File: src/hdl/pir_pkg.sv
`timescale 1ns / 1ps
// ----------------------------------------------------------------------------
// pir_pkg
// Types and constants shared by the PI regulator with deadband.
// ----------------------------------------------------------------------------
package pir_pkg;

  // Register indexes on the configuration port.
  typedef enum logic [1:0] {
    REG_P_GAIN         = 2'd0,
    REG_I_GAIN         = 2'd1,
    REG_INTEGRAL_LIMIT = 2'd2
  } pir_reg_t;

  localparam logic [15:0] P_GAIN_RESET    = 16'd256;
  localparam logic [15:0] I_GAIN_RESET    = 16'd0;
  localparam logic [11:0] LIMIT_RESET     = 12'd1000;

  localparam logic [7:0]  TARGET_FULL     = 8'd255;
  localparam logic [7:0]  CLAMP_LOW       = 8'd5;
  localparam logic [7:0]  TARGET_HIGH     = 8'd248;
  localparam logic [7:0]  DEADBAND        = 8'd5;

  // The sum is scaled by 5 * 256; at or above this it saturates the drive.
  localparam logic signed [30:0] NUM_SAT  = 31'sd327680;
  localparam logic [10:0] X_SAT           = 11'd1279;
  // floor(x / 5) = (x * 52429) >> 18 for every x below 1280.
  localparam logic [15:0] RECIP_FIVE      = 16'd52429;

  typedef struct packed {
    logic [7:0] target_raw;
    logic [7:0] measured;
  } pir_in_t;

  typedef struct packed {
    logic [7:0] drive;
    logic       direction;
  } pir_out_t;

  typedef struct packed {
    logic [15:0] p_gain;
    logic [15:0] i_gain;
    logic [11:0] integral_limit;
  } pir_cfg_t;

  // Error stage: magnitude, sign, deadband and saturation flags and the updated integral.
  typedef struct packed {
    logic [7:0]         err;
    logic               direction;
    logic               dead;
    logic               sat_pos;
    logic               sat_neg;
    logic signed [12:0] integ;
  } pir_err_t;

  // Product stage: proportional part (scaled by 5) and integral term, Q8.8.
  typedef struct packed {
    logic [26:0]        prop;
    logic signed [29:0] iterm;
    logic               direction;
  } pir_prod_t;

  // Clipped sum divided by 256, ready for the divide by five.
  typedef struct packed {
    logic [10:0] xq;
    logic        direction;
  } pir_clip_t;

endpackage

File: src/hdl/pi_regulator_with_deadband.sv
`timescale 1ns / 1ps
// Path: input register, error register, product register, clip register, output register.
// Throughput: one word per cycle while out_ready is high; the integral update is the
// only loop and closes in the error stage.
// Reset clears all valid flags and the integral, and loads the gains and the
// limit with their reset values. The configuration port is always ready.
// ----------------------------------------------------------------------------
// pi_regulator_with_deadband
// PI regulator with deadband and integral clamp, one sample per word.
// ----------------------------------------------------------------------------
module pi_regulator_with_deadband (
  input  logic              clk,
  input  logic              rst,
  input  logic              cfg_valid,
  output logic              cfg_ready,
  input  logic [1:0]        cfg_index,
  input  logic [15:0]       cfg_data,
  input  logic              in_valid,
  output logic              in_ready,
  input  pir_pkg::pir_in_t  in_data,
  output logic              out_valid,
  input  logic              out_ready,
  output pir_pkg::pir_out_t out_data
);

  pir_pkg::pir_cfg_t  cfg;
  logic               err_valid;
  logic               err_ready;
  pir_pkg::pir_err_t  err_data;
  logic               prod_valid;
  logic               prod_ready;
  pir_pkg::pir_prod_t prod_data;

  assign cfg_ready = 1'b1;

  always_ff @(posedge clk) begin
    if (rst) begin
      cfg.p_gain         <= pir_pkg::P_GAIN_RESET;
      cfg.i_gain         <= pir_pkg::I_GAIN_RESET;
      cfg.integral_limit <= pir_pkg::LIMIT_RESET;
    end else if (cfg_valid) begin
      unique case (cfg_index)
        pir_pkg::REG_P_GAIN:         cfg.p_gain         <= cfg_data;
        pir_pkg::REG_I_GAIN:         cfg.i_gain         <= cfg_data;
        pir_pkg::REG_INTEGRAL_LIMIT: cfg.integral_limit <= cfg_data[11:0];
        default: begin
        end
      endcase
    end
  end

  pir_front u_front (
    .clk       (clk),
    .rst       (rst),
    .cfg       (cfg),
    .in_valid  (in_valid),
    .in_ready  (in_ready),
    .in_data   (in_data),
    .out_valid (err_valid),
    .out_ready (err_ready),
    .out_data  (err_data)
  );

  pir_mult u_mult (
    .clk       (clk),
    .rst       (rst),
    .cfg       (cfg),
    .in_valid  (err_valid),
    .in_ready  (err_ready),
    .in_data   (err_data),
    .out_valid (prod_valid),
    .out_ready (prod_ready),
    .out_data  (prod_data)
  );

  pir_scale u_scale (
    .clk       (clk),
    .rst       (rst),
    .in_valid  (prod_valid),
    .in_ready  (prod_ready),
    .in_data   (prod_data),
    .out_valid (out_valid),
    .out_ready (out_ready),
    .out_data  (out_data)
  );

endmodule

File: src/hdl/pir_front.sv
`timescale 1ns / 1ps
// ----------------------------------------------------------------------------
// pir_front
// Input register, target and measurement clamps, error and integral update.
// ----------------------------------------------------------------------------
module pir_front (
  input  logic              clk,
  input  logic              rst,
  input  pir_pkg::pir_cfg_t cfg,
  input  logic              in_valid,
  output logic              in_ready,
  input  pir_pkg::pir_in_t  in_data,
  output logic              out_valid,
  input  logic              out_ready,
  output pir_pkg::pir_err_t out_data
);

  logic               in_full;
  pir_pkg::pir_in_t   in_reg;
  logic               err_ready;
  logic               advance;
  logic signed [12:0] integ;
  logic signed [12:0] integ_next;

  logic [7:0]         t_inv;
  logic [7:0]         t_clamped;
  logic [7:0]         m_clamped;
  logic signed [9:0]  diff;
  logic signed [13:0] sum;
  logic signed [13:0] lim14;
  logic signed [12:0] lim13;
  logic               sat_pos;
  logic               sat_neg;
  pir_pkg::pir_err_t  err_next;

  assign err_ready = !out_valid || out_ready;
  assign in_ready  = !in_full || err_ready;
  assign advance   = in_full && err_ready;

  always_comb begin
    t_inv = pir_pkg::TARGET_FULL - in_reg.target_raw;
    priority if (t_inv > pir_pkg::TARGET_HIGH) begin
      t_clamped = pir_pkg::TARGET_HIGH;
    end else if (t_inv < pir_pkg::CLAMP_LOW) begin
      t_clamped = pir_pkg::CLAMP_LOW;
    end else begin
      t_clamped = t_inv;
    end
    m_clamped = (in_reg.measured < pir_pkg::CLAMP_LOW) ? pir_pkg::CLAMP_LOW
                                                        : in_reg.measured;

    diff  = signed'({2'b00, m_clamped}) - signed'({2'b00, t_clamped});
    sum   = 14'(integ) + 14'(diff);
    lim14 = signed'({2'b00, cfg.integral_limit});
    lim13 = signed'({1'b0, cfg.integral_limit});
    sat_pos = sum > lim14;
    sat_neg = sum < -lim14;

    priority if (sat_pos) begin
      integ_next = lim13;
    end else if (sat_neg) begin
      integ_next = -lim13;
    end else begin
      integ_next = sum[12:0];
    end

    err_next.direction = m_clamped > t_clamped;
    err_next.err       = err_next.direction ? (m_clamped - t_clamped)
                                            : (t_clamped - m_clamped);
    err_next.dead      = err_next.err < pir_pkg::DEADBAND;
    err_next.sat_pos   = sat_pos;
    err_next.sat_neg   = sat_neg;
    err_next.integ     = integ_next;
  end

  always_ff @(posedge clk) begin
    if (rst) begin
      in_full   <= 1'b0;
      out_valid <= 1'b0;
      integ     <= '0;
    end else begin
      if (in_ready) begin
        in_full <= in_valid;
      end
      if (err_ready) begin
        out_valid <= in_full;
      end
      if (advance) begin
        integ <= integ_next;
      end
    end
  end

  always_ff @(posedge clk) begin
    if (in_valid && in_ready) begin
      in_reg <= in_data;
    end
    if (advance) begin
      out_data <= err_next;
    end
  end

`ifndef SYNTHESIS
  // After an update the integral lies within the limit in force at that time.
  a_integ_bounded: assert property (@(posedge clk) disable iff (rst)
    advance |=> (integ <= signed'({1'b0, $past(cfg.integral_limit)}) &&
                 integ >= -signed'({1'b0, $past(cfg.integral_limit)})))
    else $error("integral outside its limit after an update");

  // The integral only moves when a word leaves the input register.
  a_integ_holds: assert property (@(posedge clk) disable iff (rst)
    (!rst && !advance) |=> $stable(integ))
    else $error("integral changed without a word advancing");

  a_sat_exclusive: assert property (@(posedge clk) disable iff (rst)
    out_valid |-> !(out_data.sat_pos && out_data.sat_neg))
    else $error("integral saturated at both limits");
`endif

endmodule

File: src/hdl/pir_mult.sv
`timescale 1ns / 1ps
// ----------------------------------------------------------------------------
// pir_mult
// Proportional and integral products, each in its own multiplier.
// ----------------------------------------------------------------------------
module pir_mult (
  input  logic               clk,
  input  logic               rst,
  input  pir_pkg::pir_cfg_t  cfg,
  input  logic               in_valid,
  output logic               in_ready,
  input  pir_pkg::pir_err_t  in_data,
  output logic               out_valid,
  input  logic               out_ready,
  output pir_pkg::pir_prod_t out_data
);

  logic [10:0]        err5;
  logic signed [29:0] ig_prod;
  logic signed [29:0] lim_term;
  pir_pkg::pir_prod_t prod_next;

  assign in_ready = !out_valid || out_ready;

  always_comb begin
    err5     = {1'b0, in_data.err, 2'b00} + {3'b000, in_data.err};
    ig_prod  = signed'({1'b0, cfg.i_gain}) * in_data.integ;
    lim_term = signed'({10'd0, cfg.integral_limit, 8'd0});

    prod_next.prop      = 27'(cfg.p_gain) * 27'(err5);
    prod_next.direction = in_data.direction;
    priority if (in_data.dead) begin
      prod_next.iterm = '0;
    end else if (in_data.sat_pos) begin
      prod_next.iterm = lim_term;
    end else if (in_data.sat_neg) begin
      prod_next.iterm = -lim_term;
    end else begin
      prod_next.iterm = ig_prod;
    end
  end

  always_ff @(posedge clk) begin
    if (rst) begin
      out_valid <= 1'b0;
    end else if (in_ready) begin
      out_valid <= in_valid;
    end
  end

  always_ff @(posedge clk) begin
    if (in_valid && in_ready) begin
      out_data <= prod_next;
    end
  end

endmodule

File: src/hdl/pir_scale.sv
`timescale 1ns / 1ps
// ----------------------------------------------------------------------------
// pir_scale
// Sum of the terms, saturation and the divide by 1280 into the drive word.
// ----------------------------------------------------------------------------
module pir_scale (
  input  logic               clk,
  input  logic               rst,
  input  logic               in_valid,
  output logic               in_ready,
  input  pir_pkg::pir_prod_t in_data,
  output logic               out_valid,
  input  logic               out_ready,
  output pir_pkg::pir_out_t  out_data
);

  logic               clip_valid;
  logic               clip_ready;
  pir_pkg::pir_clip_t clip;
  pir_pkg::pir_clip_t clip_next;
  logic signed [30:0] num;
  logic [26:0]        quot;

  assign clip_ready = !out_valid || out_ready;
  assign in_ready   = !clip_valid || clip_ready;

  always_comb begin
    num = signed'({4'd0, in_data.prop}) + 31'(in_data.iterm);
    clip_next.direction = in_data.direction;
    // Clip to 0..1279 after dropping the Q8.8 fraction; 1279 / 5 gives 255.
    priority if (num <= 31'sd0) begin
      clip_next.xq = '0;
    end else if (num >= pir_pkg::NUM_SAT) begin
      clip_next.xq = pir_pkg::X_SAT;
    end else begin
      clip_next.xq = num[18:8];
    end
    quot = clip.xq * pir_pkg::RECIP_FIVE;
  end

  always_ff @(posedge clk) begin
    if (rst) begin
      clip_valid <= 1'b0;
      out_valid  <= 1'b0;
    end else begin
      if (in_ready) begin
        clip_valid <= in_valid;
      end
      if (clip_ready) begin
        out_valid <= clip_valid;
      end
    end
  end

  always_ff @(posedge clk) begin
    if (in_valid && in_ready) begin
      clip <= clip_next;
    end
    if (clip_valid && clip_ready) begin
      out_data.drive     <= quot[25:18];
      out_data.direction <= clip.direction;
    end
  end

endmodule
File: config.mk
export PLATFORM = sky130hd
export DESIGN_NAME = pi_regulator_with_deadband
export DESIGN_NICKNAME = d
export VERILOG_FILES = /design/src/hdl/pir_pkg.sv /design/src/hdl/pi_regulator_with_deadband.sv /design/src/hdl/pir_front.sv /design/src/hdl/pir_mult.sv /design/src/hdl/pir_scale.sv
export SDC_FILE = /design/constraint.sdc
export NUM_CORES = 1
export LEC_CHECK = 0
export ABC_AREA = 0
export BUFFER_PORTS_ARGS = -buffer_cell sky130_fd_sc_hd__clkbuf_2
export CAP_MARGIN = 5
export CORE_ASPECT_RATIO = 0.6
export CORE_MARGIN = 8
export CORE_UTILIZATION = 60
export CTS_BUF_LIST = sky130_fd_sc_hd__clkbuf_16
export DETAILED_ROUTE_END_ITERATION = 10
export GPL_TIMING_DRIVEN = 0
export MAX_ROUTING_LAYER = met4
export PLACE_DENSITY = 0.83
export SLEW_MARGIN = 20
export SYNTH_ARGS = -nofsm -noshare
export SYNTH_HDL_FRONTEND = slang
export SYNTH_SLANG_ARGS = --single-unit
File: constraint.sdc
create_clock -name clk -period 16.7 [get_ports clk]
set_input_delay 2.505 -clock clk [delete_from_list [all_inputs] [get_ports clk]]
set_output_delay 2.505 -clock clk [all_outputs]
set_load 0.02 [all_outputs]
==> Word level (Yosys, flattened, before mapping) <==
Index checks and enable logic that the tools add are counted.
{ "totals": {"regBits": 182, "inputBits": 39, "out_inout_bits": 12, "word_cells": 80} }
{ "classes": {"n_addsub": 10, "n_mul": 3, "n_lt_le_gt_ge": 9, "n_eq_ne": 2, "n_mux": 9, "n_reduce_logical": 21} }
{ "op_table": {"columns": ["operator", "n"], "rows": [
  ["$mux W8", 4],
  ["$add A28 B30 Y31", 1],
  ["$ge A31 B20 Y1 const B", 1],
  ["$le A31 B1 Y1 const B", 1],
  ["$mul A17 B13 Y30", 1],
  ["$mux W30", 1],
  ["$neg A20 Y30", 1],
  ["$mul A16 B11 Y27", 1],
  ["$mul A11 B16 Y26 const B", 1],
  ["$mux W13", 2],
  ["$lt A8 B3 Y1 const B", 3],
  ["$mux W20", 1],
  ["$sub A8 B8 Y8", 2],
  ["$add A13 B9 Y14", 1],
  ["$gt A14 B13 Y1", 1],
  ["$lt A14 B14 Y1", 1],
  ["$neg A12 Y14", 1],
  ["$neg A12 Y13", 1],
  ["$add A10 B8 Y11", 1],
  ["$mux W11", 1],
  ["$sub A8 B8 Y9", 1],
  ["$gt A8 B8 Y1", 1],
  ["$gt A8 B8 Y1 const B", 1],
  ["$sub A8 B8 Y8 const A", 1],
  ["other kinds (8)", 23]
]} }

==> Depth between registers and ports, before layout <==
Gate-level depths: netlist of run 1.
{ "logic_depth": {"ltp_word": 9, "mapped_depth": 31, "ltp_nobuf": 29} }

==> By module <==
A second synthesis of run 1 with hierarchy kept.
{ "hier_totals": {"hier_cells": 2899, "area_unflattened_um2": 26799.5} }
{ "modules_own_cells": {"columns": ["mod", "instances", "cells_each", "area_each_um2", "seq_area_each_um2"], "rows": [
  ["pir_mult", 1, 1678, 15457.3, 1761.7],
  ["pir_scale", 1, 547, 4893.4, 670.6],
  ["pir_front", 1, 499, 4615.7, 1531.5],
  ["pi_regulator_with_deadband", 1, 175, 1833.0, 880.8]
]} }

==> Worst setup path before layout of run 1 <==
No wires, ideal clock.
{ "synth_timing": {"kind": "reg-to-reg", "startpoint": "register u_front.out_data[18] in the netlist's numbering", "endpoint": "register u_mult.out_data[57] in the netlist's numbering, data pin", "setup_time_ns": 0.260, "arrival_time_ns": 6.609, "t_required_ns": 16.440, "slack_ns": 9.831, "path_stages_with_launch": 28, "path_buffers": 1, "synth_period_minus_slack_ns": 6.869, "path_cell_list": "edfxtp_1 -> ha_1 -> a21o_1 -> a21oi_1 -> o21bai_1 -> a21oi_1 -> nor2b_1 -> o21ai_0 -> xnor2_1 -> clkbuf_1 -> nand2_1 -> fa_1 -> fa_1 -> fa_1 -> fa_1 -> fa_1 -> inv_1 -> ha_1 -> o21a_1 -> o21a_1 -> o21ai_0 -> a22oi_1 -> a21oi_1 -> a211oi_1 -> o22ai_1 -> o21bai_1 -> a21oi_1 -> xnor2_1"} }
{ "synth_rtl": {"columns": ["element", "line_no", "source"], "rows": [
  ["start, declared", "pir_front.sv:15", "output pir_pkg::pir_err_t out_data"],
  ["start signal, assigned", "pir_front.sv:99", "out_data <= err_next;"],
  ["end signal, assigned", "pir_mult.sv:53", "out_data <= prod_next;"],
  ["end, declared", "pir_mult.sv:15", "output pir_pkg::pir_prod_t out_data"]
]} }

==> impl_metrics.csv, run 1 <==
group,metric,value,unit
run_status,status,"finished, final reports clean",
clocking,cts.sinks,182,
floorplan,dieWidth,281,microns
synth,syn_area_per_cell,9.13,sq um
routing,drtPass1Iterations,6,
synth,synth_top_family_by_area,"adder cells",
layout,largest_reg_flops,58,
sta,period_minus_slack,8.51,ns
layout,area_delta_synth_final,6.63,%
layout,registers.top_by_ff_count,"u_mult.out_data",
clocking,clkLatencyLatePin,0.46,ns
synth,ys_top_cells_by_area,"fa_1, ha_1, edfxtp_1",
routing,vias_per_cell,5.78,
sta,fin_skew,0.0204,ns
floorplan,fp.dieH,175,microns
pwr,peakVddDrop,0.0000879,V
job,maxCapViolCount,0,
synth,synth_compound_area_share,10.7,%
global_routing,grt_pass1_vias,20200,
synth,yosys_warnings,0,
clocking,htree_levels,4,
global_routing,grt_pass1_wl,108000,microns
synth,synth-seq-area-share,19.2,%
clocking,postCtsHoldBufs,0,
pwr,power_density,114,mW/mm^2
global_routing,antenna_found_initial,1,
placed_design,dpl_cell_area,0.0263,sq mm
global_routing,grt.total_usage,28.7,%
routing,routed_wl,67300,microns
synth,synthMuxAreaShare,1.02,%
synth,synth-main-ff-cell,"edfxtp_1",
sta,worstMarginPinSlew,0.927,ns
floorplan,io_pins,51,
setup_path,worstReg2RegEnd,"u_mult.out_data[57]$_DFFE_PP_",
setup_path,worstPathMaxFanout,10,
setup_path,r2r_cells,29,
sta,setup-tns-final,0,ns
layout,final_cell_area,0.0269,sq mm
setup_path,critPathKind,"reg2reg",
setup_path,crit_top_cell,"fa_1",
floorplan,core-area,0.0417,sq mm
routing,ant_nets,0,
sta,rsz0062_at_grt,"false",
layout,layout-drive-gt1-share,4.22,%
synth,synth_most_common_cell,"inv_1",
clocking,post_cts_resized,0,
placed_design,hpwlAfterDp,56300,microns
clocking,clk_path_buf_depth,2,
synth,synth_fp_nets,3447,
synth,async_flop_share,0,%
synth,yosysTopAreaCell,"fa_1",
setup_path,crit_arrival,8.73,ns
floorplan,die_area,0.0491,sq mm
floorplan,initial_core_util,60.5,%
floorplan,num_rows,58,
global_routing,grt_max_degree,35,
global_routing,overflow,0,
synth,postSynthCellCount,2761,
setup_path,critPathLaunchType,"register",
sta,hold_ws,0.422,ns
clocking,postCtsSetupBuffers,0,
routing,route.detailed.drc,0,
sta,setup_viol,0,
clocking,cts_buffers,17,
clocking,clockRootBuffer,"clkbuf_16",
setup_path,timing.reg2reg.setup_slack,8.19,ns
sta,slew_headroom,37.9,%
setup_path,slowest_stage,"edfxtp_1",
sta,report.final.hold_viol_count,0,
synth,synth-simple-area-share,15.5,%
layout,n_fill_cell,3438,
setup_path,crit_required,16.92,ns
setup_path,rr_startpoint,"u_front.out_data[18]$_DFFE_PP_",
clocking,cts.clk_slew.worst_paths,0.08,ns
synth,synth-xor-area-share,3.51,%
setup_path,crit_end,"u_mult.out_data[57]$_DFFE_PP_",
layout,nNetsFinal,3518,
synth,netlist_area,0.0252,sq mm
placed_design,place_congestion,0.998,
layout,final_core_util,64.6,%
synth,synth_edf_count,120,
placed_design,portBuffers,48,
routing,wire_per_inst,19.7,microns
sta,fin_crit_sh,51.0,%
routing,vias,19700,
sta,max_freq,117,MHz
layout,largest_registers,"u_mult.out_data x58, cfg x44, u_front.out_data x25",
setup_path,setup.worst_path.end_class,"register",
synth,synth-seq-cells,182,
hold_path,min_path_type,"reg2reg",
sta,finalMaxSlewViolations,0,
pwr,p_leak,13.0,nW
synth,yosysUniqueCellTypes,72,
routing,drt_iter0_drc,1790,
clocking,cts_tree,"yes",
synth,ys_top_cells_by_count,"inv_1, nand2_1, ha_1, fa_1, and2_1",
synth,yosysTopAreaCellShare,25.6,%
setup_path,max_stage_delay,0.61,ns
setup_path,cp-startpoint,"u_front.out_data[18]$_DFFE_PP_",
synth,synthAdderAreaFrac,41.7,%
[layer usage]
| layer | share of wire (%) | GRT usage (%) | wire (microns) |
|---|---|---|---|
| met5 | 0 | - | 0 |
| met2 | 42 | 41.8 | 28500 |
| met3 | 10 | 7.11 | 6840 |
| met4 | 2.1 | 6.48 | 1430 |
| met1 | 45 | 40.4 | 30500 |
[critical path: cells and delay by family (launching register included)]
kind / cells / cell delay (ns)
AND/OR/NAND/NOR: 2 / 0.22
AO/OA/AOI/OAI: 14 / 2.71
buffers and inverters: 4 / 0.69
adder cells (fa/ha/maj): 7 / 3.26
flip-flops: 1 / 0.61
XOR/XNOR: 2 / 0.73
[stage by stage]
stage | setup slack, ns | instances | power (W)
5_1_grt | 7.71 | 3415 | 0.00333
3_3_place_gp | 8.57 | 3379 | 0.00253
3_5_place_dp | 8.34 | 3383 | 0.00260
2_1_floorplan | 9.83 | 2761 | 0.00203
6_report | 8.19 | 3417 | 0.00307
4_1_cts | 8.31 | 3415 | 0.00304
[final cells by class]
class	count	area [sq um]	area share, %
sequential	182	4840	18.0
antenna	2	5.00	0.0186
buffer	109	434	1.61
multi-input combinational	2018	18300	67.9
timing repair buffer	52	307	1.14
clock inverter	15	203	0.754
clock buffer	17	425	1.58
inverter	452	1700	6.31
tap	570	713	2.65
[power breakdown]
group / internal, W / switching, W
Sequential: 0.000578 / 0.0000883
Combinational: 0.000771 / 0.00121
Clock: 0.000218 / 0.000208
Total: 0.00157 / 0.00150
[placed cells by master (no fill, tap or decap), types with 14 or more instances in the layout]
master	instances
o21ai_0	73
mux2i_1	20
fa_1	322
a21oi_1	171
dfxtp_1	62
clkbuf_1	99
inv_1	452
o21bai_1	14
a211oi_1	21
nor2b_1	17
and2_1	178
a21o_1	35
edfxtp_1	120
nor2_1	113
clkbuf_2	49
nand3_1	31
xor2_1	29
nor3_1	36
o21a_1	24
nand2_1	353
xnor2_1	72
nand2b_1	33
clkbuf_16	17
ha_1	325
[cell families after synthesis]
kind of cell / count (synthesis)
adders and majority gates: 647
xor gates and xnor gates: 101
AOI/OAI and AO/OA: 428
other: 1
muxes: 25
DFF: 182
and+or+nand+nor: 816
buffers and inverters: 561
[how the worst min path moves through the flow]
| stage | cells past startpoint | from | slack (ns) | end |
|---|---|---|---|---|
| 2_1_floorplan | 0 | u_front.out_data[16]$_DFFE_PP_ | 0.40 | u_mult.out_data[0]$_DFFE_PP_ |
| 3_3_place_gp | 0 | u_front.out_data[16]$_DFFE_PP_ | 0.41 | u_mult.out_data[0]$_DFFE_PP_ |
| 3_5_place_dp | 0 | u_scale.clip[0]$_DFFE_PP_ | 0.41 | u_scale.out_data[0]$_DFFE_PP_ |
| 4_1_cts | 0 | u_front.out_data[16]$_DFFE_PP_ | 0.42 | u_mult.out_data[0]$_DFFE_PP_ |
| 5_1_grt | 0 | u_front.out_data[16]$_DFFE_PP_ | 0.44 | u_mult.out_data[0]$_DFFE_PP_ |
| 6_report | 0 | u_front.out_data[16]$_DFFE_PP_ | 0.42 | u_mult.out_data[0]$_DFFE_PP_ |
No activity file was read; power rests on OpenSTA's default activity.
==> inputs of run 2 (changes only) <==
Settings changed: ABC_AREA 0 to 1.
Clock period 16.7 ns to 8.45 ns, I/O delays scaled along.
==> run 2 against run 1 <==
  * Register-to-register slack got worse by 7.2 ns
  * Clock skew fell by 0.00054 ns
  * Wire length rose by 12%
  * Final area rose by 5.7%
  * Setup slack worse by 7.2 ns
  * Die area is 5.6% higher
  * Sequential power increased by 74%
  * Cell count up 21%
  * Global-route usage increased by 1.8 points
  * Via count up 16%
  * Area after synthesis up 6.1%
  * Synthesized cell count rose by 25%
  * Highest routed layer unchanged
==> impl_metrics.csv, run 2 <==
group,metric,value,unit
run_status,status,"finished, final reports clean",
synth,yosysUniqueCellTypes,50,
placed_design,portBuffers,48,
routing,vias,23000,
sta,report.final.hold_viol_count,0,
synth,yosysTopAreaCell,"fa_1",
synth,yosysTopAreaCellShare,24.1,%
hold_path,worstHoldPathCells,0,
layout,area_delta_synth_final,6.22,%
layout,mostFrequentLayoutCells,"nand2_1, inv_1, ha_1",
synth,synth_fp_nets,4145,
layout,largest_registers,"u_mult.out_data x58, cfg x44, u_front.out_data x25",
layout,final_cell_area,0.0284,sq mm
clocking,cts_tree,"yes",
setup_path,slowest_stage,"fa_1",
sta,setup_ws,0.952,ns
floorplan,initial_core_util,60.2,%
layout,nNetsFinal,4214,
hold_path,min_path_type,"reg2reg",
synth,synth-seq-area-share,18.1,%
sta,setup_viol,0,
clocking,postCtsHoldBufs,0,
routing,route.detailed.drc,0,
clocking,post_cts_resized,0,
hold_path,min_to,"u_scale.clip[0]$_DFFE_PP_",
layout,largest_reg_flops,58,
layout,n_fill_cell,3844,
setup_path,crit_required,8.66,ns
sta,period_minus_slack,7.50,ns
sta,max_freq,133,MHz
placed_design,pre_cts_slack,1.21,ns
clocking,cts_buffers,17,
clocking,clkLatencyLatePin,0.48,ns
synth,yosys_warnings,0,
routing,wire_per_inst,18.3,microns
setup_path,crit_arrival,7.71,ns
sta,finalMaxSlewViolations,0,
clocking,cts.clk_slew.worst_paths,0.08,ns
setup_path,crit_top_cell,"nand2_1",
floorplan,core-area,0.0444,sq mm
clocking,cts.sinks,182,
setup_path,worstReg2RegEnd,"u_mult.out_data[56]$_DFFE_PP_",
setup_path,path_delay_family,"adder cells",
synth,postSynthCellCount,3459,
clocking,clk_path_buf_depth,2,
global_routing,grt_busiest_layer,"met1",
synth,synth-main-ff-cell,"edfxtp_1",
setup_path,critPathLaunchType,"register",
clocking,postCtsSetupBuffers,0,
setup_path,worstPathMaxFanout,10,
synth,syn_area_per_cell,7.73,sq um
synth,synth_most_common_cell,"nand2_1",
global_routing,antenna_found_initial,2,
hold_path,min-delay-start,"u_mult.out_data[0]$_DFFE_PP_",
pwr,peakVddDrop,0.000135,V
floorplan,num_rows,60,
job,maxCapViolCount,0,
routing,drt_iter0_drc,2595,
setup_path,rr_startpoint,"u_front.out_data[19]$_DFFE_PP_",
sta,setup-tns-final,0,ns
floorplan,dieWidth,289,microns
placed_design,place_congestion,1.04,
floorplan,die_area,0.0518,sq mm
setup_path,timing.reg2reg.setup_slack,0.95,ns
synth,synth-seq-cells,182,
global_routing,use_met2,40.5,%
routing,ant_nets,0,
placed_design,dpl_cell_area,0.0278,sq mm
global_routing,met3_usage,10.8,%
layout,layout-drive-gt1-share,4.57,%
global_routing,grt_pass1_wl,121000,microns
setup_path,r2r_cells,31,
global_routing,overflow,0,
global_routing,grt.total_usage,30.5,%
synth,ys_top_cells_by_area,"fa_1, ha_1, edfxtp_1",
floorplan,fp.dieH,180,microns
global_routing,grt_util_met1,44.6,%
routing,routed_wl,75500,microns
pwr,p_leak,15.6,nW
sta,rsz0062_at_grt,"false",
synth,netlist_area,0.0268,sq mm
global_routing,grt_max_degree,39,
routing,vias_per_cell,5.55,
synth,synth_edf_count,120,
layout,finalNonFillerCells,4134,
synth,ys_top_cells_by_count,"nand2_1, inv_1, ha_1, fa_1, nor2_1",
placed_design,placedCellCount,4098,
sta,hold_ws,0.429,ns
sta,slew_headroom,45.6,%
pwr,power_density,206,mW/mm^2
placed_design,hpwlAfterDp,63500,microns
sta,fin_skew,0.0198,ns
synth,async_flop_share,0,%
clocking,clockRootBuffer,"clkbuf_16",
routing,drtPass1Iterations,8,
setup_path,max_stage_delay,0.59,ns
setup_path,critPathKind,"reg2reg",
layout,layout_commonest_cell,"nand2_1",
floorplan,io_pins,51,
sta,worstMarginPinSlew,0.795,ns
global_routing,grt_pass1_vias,22400,
setup_path,setup.worst_path.end_class,"register",
sta,fin_crit_sh,88.7,%
clocking,htree_levels,4,
setup_path,cp_num_buf_inv,3,
layout,registers.top_by_ff_count,"u_mult.out_data",
==> run 2: worst max-delay path by stage <==
| stage | cells after the start | slack [ns] | end | from |
|---|---|---|---|---|
| global route | 31 | 0.64 | u_mult.out_data[56]$_DFFE_PP_ | u_front.out_data[19]$_DFFE_PP_ |
| finish | 31 | 0.95 | u_mult.out_data[56]$_DFFE_PP_ | u_front.out_data[19]$_DFFE_PP_ |
| detailed placement | 31 | 1.21 | u_mult.out_data[56]$_DFFE_PP_ | u_front.out_data[19]$_DFFE_PP_ |
| global placement | 22 | 1.30 | u_mult.out_data[26]$_SDFFCE_PP0P_ | u_front.out_data[9]$_DFFE_PP_ |
| CTS | 31 | 1.12 | u_mult.out_data[56]$_DFFE_PP_ | u_front.out_data[19]$_DFFE_PP_ |
| floorplan | 26 | 2.34 | u_mult.out_data[55]$_DFFE_PP_ | u_front.out_data[19]$_DFFE_PP_ |
==> run 2: worst reg2reg max path: cells and delay by family (launching register included) <==
kind | cells | cell delay (ns)
AOI/OAI and AO/OA | 5 | 0.54
xor gates and xnor gates | 1 | 0.13
adders and majority gates | 8 | 3.48
buffers and inverters | 3 | 0.60
DFF | 1 | 0.48
and+or+nand+nor | 14 | 2.01
==> run 2: cell families (layout without fill, tap and decap cells) <==
kind of cell / after synthesis / count (layout) / share of synthesized area, %
adders and majority gates: 647 / 647 / 39.3
xor gates and xnor gates: 83 / 83 / 2.72
buffers and inverters: 884 / 966 / 12.5
DFF: 182 / 182 / 18.1
and+or+nand+nor: 1296 / 1296 / 19.8
AOI/OAI and AO/OA: 366 / 366 / 7.55
other: 1 / 5 / 0.0140
==> run 2: report_power, final <==
| group | total (W) | switching [W] | internal, W |
|---|---|---|---|
| Sequential | 0.00116 | 0.0000594 | 0.00110 |
| Clock | 0.000885 | 0.000430 | 0.000455 |
| Combinational | 0.00382 | 0.00249 | 0.00133 |
==> run 2: per-layer routing <==
metal | share of wire [%] | wire, microns | vias to the layer above
li1 | - | - | 10700
met1 | 45 | 33700 | 10800
met2 | 39 | 29600 | 1287
met3 | 15 | 11000 | 111
met4 | 1.5 | 1170 | 0
met5 | 0 | 0 | -
==> run 2: layout make-up <==
cell class | instances | area [sq um] | share of cell area (%)
antenna | 4 | 10.0 | 0.0352
buffer | 104 | 413 | 1.45
clock buffer | 17 | 425 | 1.50
clock inverter | 15 | 206 | 0.727
inverter | 780 | 2930 | 10.3
multi-input combinational | 2393 | 18600 | 65.4
sequential | 182 | 4840 | 17.0
tap | 589 | 737 | 2.59
timing repair buffer | 50 | 280 | 0.986
==> run 2: per-stage QoR <==
stage	utilization, %	power [W]
final	63.9	0.00586
after global placement	62.4	0.00479
after detailed placement	62.5	0.00486
after global routing	63.9	0.00637
after CTS	63.9	0.00577
after floorplan	-	0.00385
